`config.mk`:
```
export PLATFORM = sky130hd
export DESIGN_NAME = gtc_ctrl
export DESIGN_NICKNAME = d
export VERILOG_FILES = /design/src/design/gtc_pkg.sv /design/src/design/gtc_ctrl.sv
export SDC_FILE = /design/constraint.sdc
export NUM_CORES = 1
export LEC_CHECK = 0
export ABC_AREA = 0
export BUFFER_PORTS_ARGS = -buffer_cell sky130_fd_sc_hd__buf_2
export CAP_MARGIN = 20
export CORE_AREA = 2 2 39 41
export DETAILED_ROUTE_END_ITERATION = 10
export DIE_AREA = 0 0 41 43
export GPL_ROUTABILITY_DRIVEN = 0
export GPL_TIMING_DRIVEN = 0
export PLACE_DENSITY = 0.63
export SYNTH_ARGS = -nofsm -noshare
export SYNTH_HDL_FRONTEND = slang
export SYNTH_SLANG_ARGS = --single-unit
```
`constraint.sdc`:
```
create_clock -name clk -period 2.1 [get_ports clk]
set_input_delay 0.105 -clock clk [delete_from_list [all_inputs] [get_ports clk]]
set_output_delay 0.105 -clock clk [all_outputs]
set_load 0.03 [all_outputs]
```
`src/design/gtc_pkg.sv`:
```
// Shared types and constants for the glass TTY text controller.
// No dependencies; gtc_ctrl, gtc_datapath and the top refer to it by scoped names.
package gtc_pkg;

    // Character codes, judged on the low 7 bits
    localparam logic [6:0] CHAR_BS     = 7'h08;
    localparam logic [6:0] CHAR_TAB    = 7'h09;
    localparam logic [6:0] CHAR_LF     = 7'h0A;
    localparam logic [6:0] CHAR_FF     = 7'h0C;
    localparam logic [6:0] CHAR_CR     = 7'h0D;
    localparam logic [6:0] CHAR_HOME   = 7'h1E;
    localparam logic [6:0] CTRL_LIMIT  = 7'h20;
    localparam logic [7:0] SPACE_CHAR  = 8'h20;
    localparam logic       FUNC_READ   = 1'b1;

    typedef enum logic [2:0] {
        ST_BOOT,
        ST_IDLE,
        ST_EXEC,
        ST_READ,
        ST_COPY,
        ST_FILL,
        ST_CLEAR,
        ST_FINISH
    } gtc_state_t;

    typedef enum logic [3:0] {
        OP_NOP,
        OP_READ,
        OP_PRINT,
        OP_BS,
        OP_TAB,
        OP_LF,
        OP_FF,
        OP_CR,
        OP_HOME
    } gtc_op_t;

    typedef struct packed {
        logic load;           // latch input item
        logic exec;           // apply decoded op to cursor / memory
        logic capture;        // take read data into the result
        logic init_copy;      // start scroll copy sweep
        logic init_fill_row;  // start bottom row fill
        logic init_clear;     // start full screen fill
        logic copy_step;      // one scroll copy step
        logic fill_step;      // one space write step
        logic finish;         // load output register
    } gtc_cmd_t;

    typedef struct packed {
        gtc_op_t op;
        logic    scroll;       // op needs a scroll
        logic    cnt_at_end;   // sweep counter at cell count
        logic    cnt_at_last;  // sweep counter at last cell
        logic    slot_free;    // output register can take a result
    } gtc_status_t;

endpackage

```
`src/design/gtc_ctrl.sv`:
```
// Control state machine: sequences the boot fill, item execution, scroll and clear sweeps.
// Depends on gtc_pkg.
module gtc_ctrl (
    input  logic                clk,
    input  logic                rst_n,
    input  logic                in_valid,
    output logic                in_stall,
    input  gtc_pkg::gtc_status_t status,
    output gtc_pkg::gtc_cmd_t    cmd
);

    gtc_pkg::gtc_state_t state_reg;
    gtc_pkg::gtc_state_t state_next;

    always_ff @(posedge clk or negedge rst_n)
    begin
        if (!rst_n)
        begin
            state_reg <= gtc_pkg::ST_BOOT;
        end
        else
        begin
            state_reg <= state_next;
        end
    end

    always_comb
    begin
        state_next = state_reg;
        cmd        = '0;
        case (state_reg)
            gtc_pkg::ST_BOOT:
            begin
                cmd.fill_step = 1'b1;
                if (status.cnt_at_last)
                begin
                    state_next = gtc_pkg::ST_IDLE;
                end
            end
            gtc_pkg::ST_IDLE:
            begin
                if (in_valid)
                begin
                    cmd.load   = 1'b1;
                    state_next = gtc_pkg::ST_EXEC;
                end
            end
            gtc_pkg::ST_EXEC:
            begin
                cmd.exec = 1'b1;
                if (status.op == gtc_pkg::OP_READ)
                begin
                    state_next = gtc_pkg::ST_READ;
                end
                else if (status.op == gtc_pkg::OP_FF)
                begin
                    cmd.init_clear = 1'b1;
                    state_next     = gtc_pkg::ST_CLEAR;
                end
                else if (status.scroll)
                begin
                    cmd.init_copy = 1'b1;
                    state_next    = gtc_pkg::ST_COPY;
                end
                else
                begin
                    state_next = gtc_pkg::ST_FINISH;
                end
            end
            gtc_pkg::ST_READ:
            begin
                cmd.capture = 1'b1;
                state_next  = gtc_pkg::ST_FINISH;
            end
            gtc_pkg::ST_COPY:
            begin
                cmd.copy_step = 1'b1;
                if (status.cnt_at_end)
                begin
                    cmd.init_fill_row = 1'b1;
                    state_next        = gtc_pkg::ST_FILL;
                end
            end
            gtc_pkg::ST_FILL,
            gtc_pkg::ST_CLEAR:
            begin
                cmd.fill_step = 1'b1;
                if (status.cnt_at_last)
                begin
                    state_next = gtc_pkg::ST_FINISH;
                end
            end
            gtc_pkg::ST_FINISH:
            begin
                if (status.slot_free)
                begin
                    cmd.finish = 1'b1;
                    state_next = gtc_pkg::ST_IDLE;
                end
            end
            default:
            begin
                state_next = gtc_pkg::ST_IDLE;
            end
        endcase
    end

    assign in_stall = (state_reg != gtc_pkg::ST_IDLE);

endmodule

```
==> flow_summary.yaml <==
drt:
  viasPerCell: 4.86
  vias: 428
  drcViolationCount: 0
  dr.pass1.iters: 2
  wl_um: 872
  drt-initial-drc-count: 6
  wire_per_inst_um: 9.91
  final_antenna_net_count: 0
grt:
  grt_pass1_wl_um: 1520
  overflow: 0
  grt_max_degree: 11
  track_usage: 0.129
  antenna_found_initial: 0
  first_global_vias: 391
sta:
  slew_headroom: 0.768
  fmax_mhz: 602
  rsz0062_at_grt: "no"
  slew_viol_final: 0
  timing.setup.tns_ns: 0
  tightestPinTransition_ns: 0.343
  hold_viol: 0
  finClkSkew_ns: 0.00271
  hold-worst-slack_ns: 0.188
  period_minus_slack_ns: 1.66
  fin_crit_sh: 0.791
  setup_viol: 0
logic_synthesis:
  synthFlopType: "dfrtp_1"
  synth_top_cell_area_share: 0.202
  synthesis.area_sq_um: 372
  synth_warnings: 0
  avgSynthCellArea_sq_um: 7.91
  yosysMostFrequentCell: "nand2_1"
  async_reset_ff_frac: 1.00
  yosys-top-cells-area: "dfrtp_1, nor4b_1, buf_6"
  synth_fp_nets: 58
  synth_commonest_cells: "nand2_1, inv_1, nor2_1"
  synth_top_cell_by_area: "dfrtp_1"
  synth.distinct_cells: 26
  syn_inst: 47
  synth.yosys.seq_area_share: 0.202
  synth_seq_cells: 3
  synth_edf_count: 0
critical_path:
  reg2reg_from: "state_reg[2]$_DFFE_PN0P_"
  cp.required_ns: 2.00
  worstSetupStartpoint: "state_reg[0]$_DFFE_PN0P_"
  cpPeakStageDelay_ns: 0.40
  cp_cell_sequence: "buf_4, nor3_2, nor4b_2, buf_2"
  cp_slowest_cell: "dfrtp_1"
  crit_fanout: 10
  cp-end-kind: "output pin"
  arrival_ns: 1.56
  crit_type: "flip-flop to output pin"
  critPathLaunchType: "flip-flop"
cts:
  cts.sinks: 3
  htree_levels: 1
  clk_pin_slew_worst_paths_ns: 0.04
  clock_path_buffers: 2
  clk_latency_ns: 0.24
  root_buffer: "clkbuf_4"
  cts_tree: "built"
  cts_buffers: 3
  post_cts_buffers: 0
power_and_ir_drop:
  p_clk_frac: 0.129
  power.share.combinational: 0.738
  power.share.sequential: 0.133
  power.share.switching: 0.513
  intPower_uw: 387
  p_per_area_nw_per_um2: 1490
  switchingPower_uw: 408
  p_leak_nw: 0.266
  vdd_drop_max_v: 0.000332
placed_design:
  hpwl_um: 698
  placed_area_sq_um: 498
  io_buffers: 20
cells_and_area:
  antennaDiodeCount: 0
  final_nets: 84
  final_area_sq_um: 534
  largest_reg_flops: 3
  layout-drive-gt1-share: 0.458
  syn2layout_area_growth_pct: 43.8
floorplan:
  die_y_um: 43
  die_area_sq_um: 1760
  num_rows: 14
  die_w_um: 41
  start_util: 0.269
  coreArea_sq_um: 1380
  io_pins: 21
job:
  maxCapViolCount: 0
worst_hold_path:
  hold_class: "primary input to asynchronous set/reset pin"
status:
  status: "finished, final reports clean"
layer usage:
layer	part of all wire	wire [um]	track usage	vias to the layer above
met5	0	0	0	-
met4	0.025	22	0.100	0
met3	0.052	45	0.0314	2
met2	0.45	395	0.184	16
met1	0.47	409	0.155	186
li1	-	-	-	224
placed cells by master, fill, tap and decap left out, types with 2 or more instances in the layout:
cell	netlist	layout
a21oi_1	3	3
buf_2	0	20
buf_6	2	2
clkbuf_4	0	3
dfrtp_1	3	3
inv_1	4	4
nand2_1	6	6
nand3b_1	2	2
nor2_1	4	4
nor3_1	2	2
nor3_2	2	2
nor4b_1	3	2
through the flow:
stage	total power, mW	utilization	cells	worst slack [ns]
2_1_floorplan	0.569	-	47	0.237
3_3_place_gp	0.686	0.360	83	0.681
3_5_place_dp	0.688	0.360	83	0.679
4_1_cts	0.797	0.386	88	0.426
5_1_grt	0.868	0.386	88	0.341
6_report	0.794	0.386	88	0.439
final timing paths:
check | endpoint | slack, ns | cells after the start
worst min-delay path | state_reg[0]$_DFFE_PN0P_ | 0.19 | 2
max in group asynchronous | state_reg[2]$_DFFE_PN0P_ | 1.81 | 2
worst max register to register | state_reg[0]$_DFFE_PN0P_ | 0.66 | 5
worst max-delay path | cmd[3] | 0.44 | 4
min in group clk | state_reg[0]$_DFFE_PN0P_ | 0.22 | 4
worst min register to register | state_reg[1]$_DFFE_PN0P_ | 0.69 | 3
critical path, delay by kind of cell, from the launching register on:
kind | cells | cell delay [ns]
buffers and inverters | 2 | 0.41
DFF | 1 | 0.40
and+or+nand+nor | 2 | 0.50
timing repair:
item / 4_1_cts / 5_1_grt
endpoints found under the hold margin: 3 / 0
hold buffers: 1 / 0
resized for setup: 0 / 0
cell type report:
cell class | instances | area [sq um]
Sequential cell | 3 | 75.1
Clock buffer | 4 | 26.3
Buffer | 3 | 30.0
Multi-Input combinational cell | 37 | 258
Tap cell | 16 | 20.0
Fill cell | 155 | 850
Inverter | 4 | 15.0
Timing Repair Buffer | 21 | 110
power by group through the flow:
stage	Clock, mW	Combinational, mW	Sequential (mW)
final	0.102	0.586	0.106
after detailed placement	0	0.582	0.107
after global routing	0.116	0.643	0.109
after CTS	0.106	0.585	0.106
after floorplan	0	0.466	0.103
after global placement	0	0.579	0.107
kinds of logic (layout without fill, tap and decap cells):
group,after synthesis,count (layout),synth area share
buffers and inverters,7,32,0.121
DFF,3,3,0.202
AOI/OAI and AO/OA,11,11,0.236
xor gates and xnor gates,1,1,0.0236
and+or+nand+nor,25,25,0.418
Note: power is estimated with default switching activity, not from simulation.
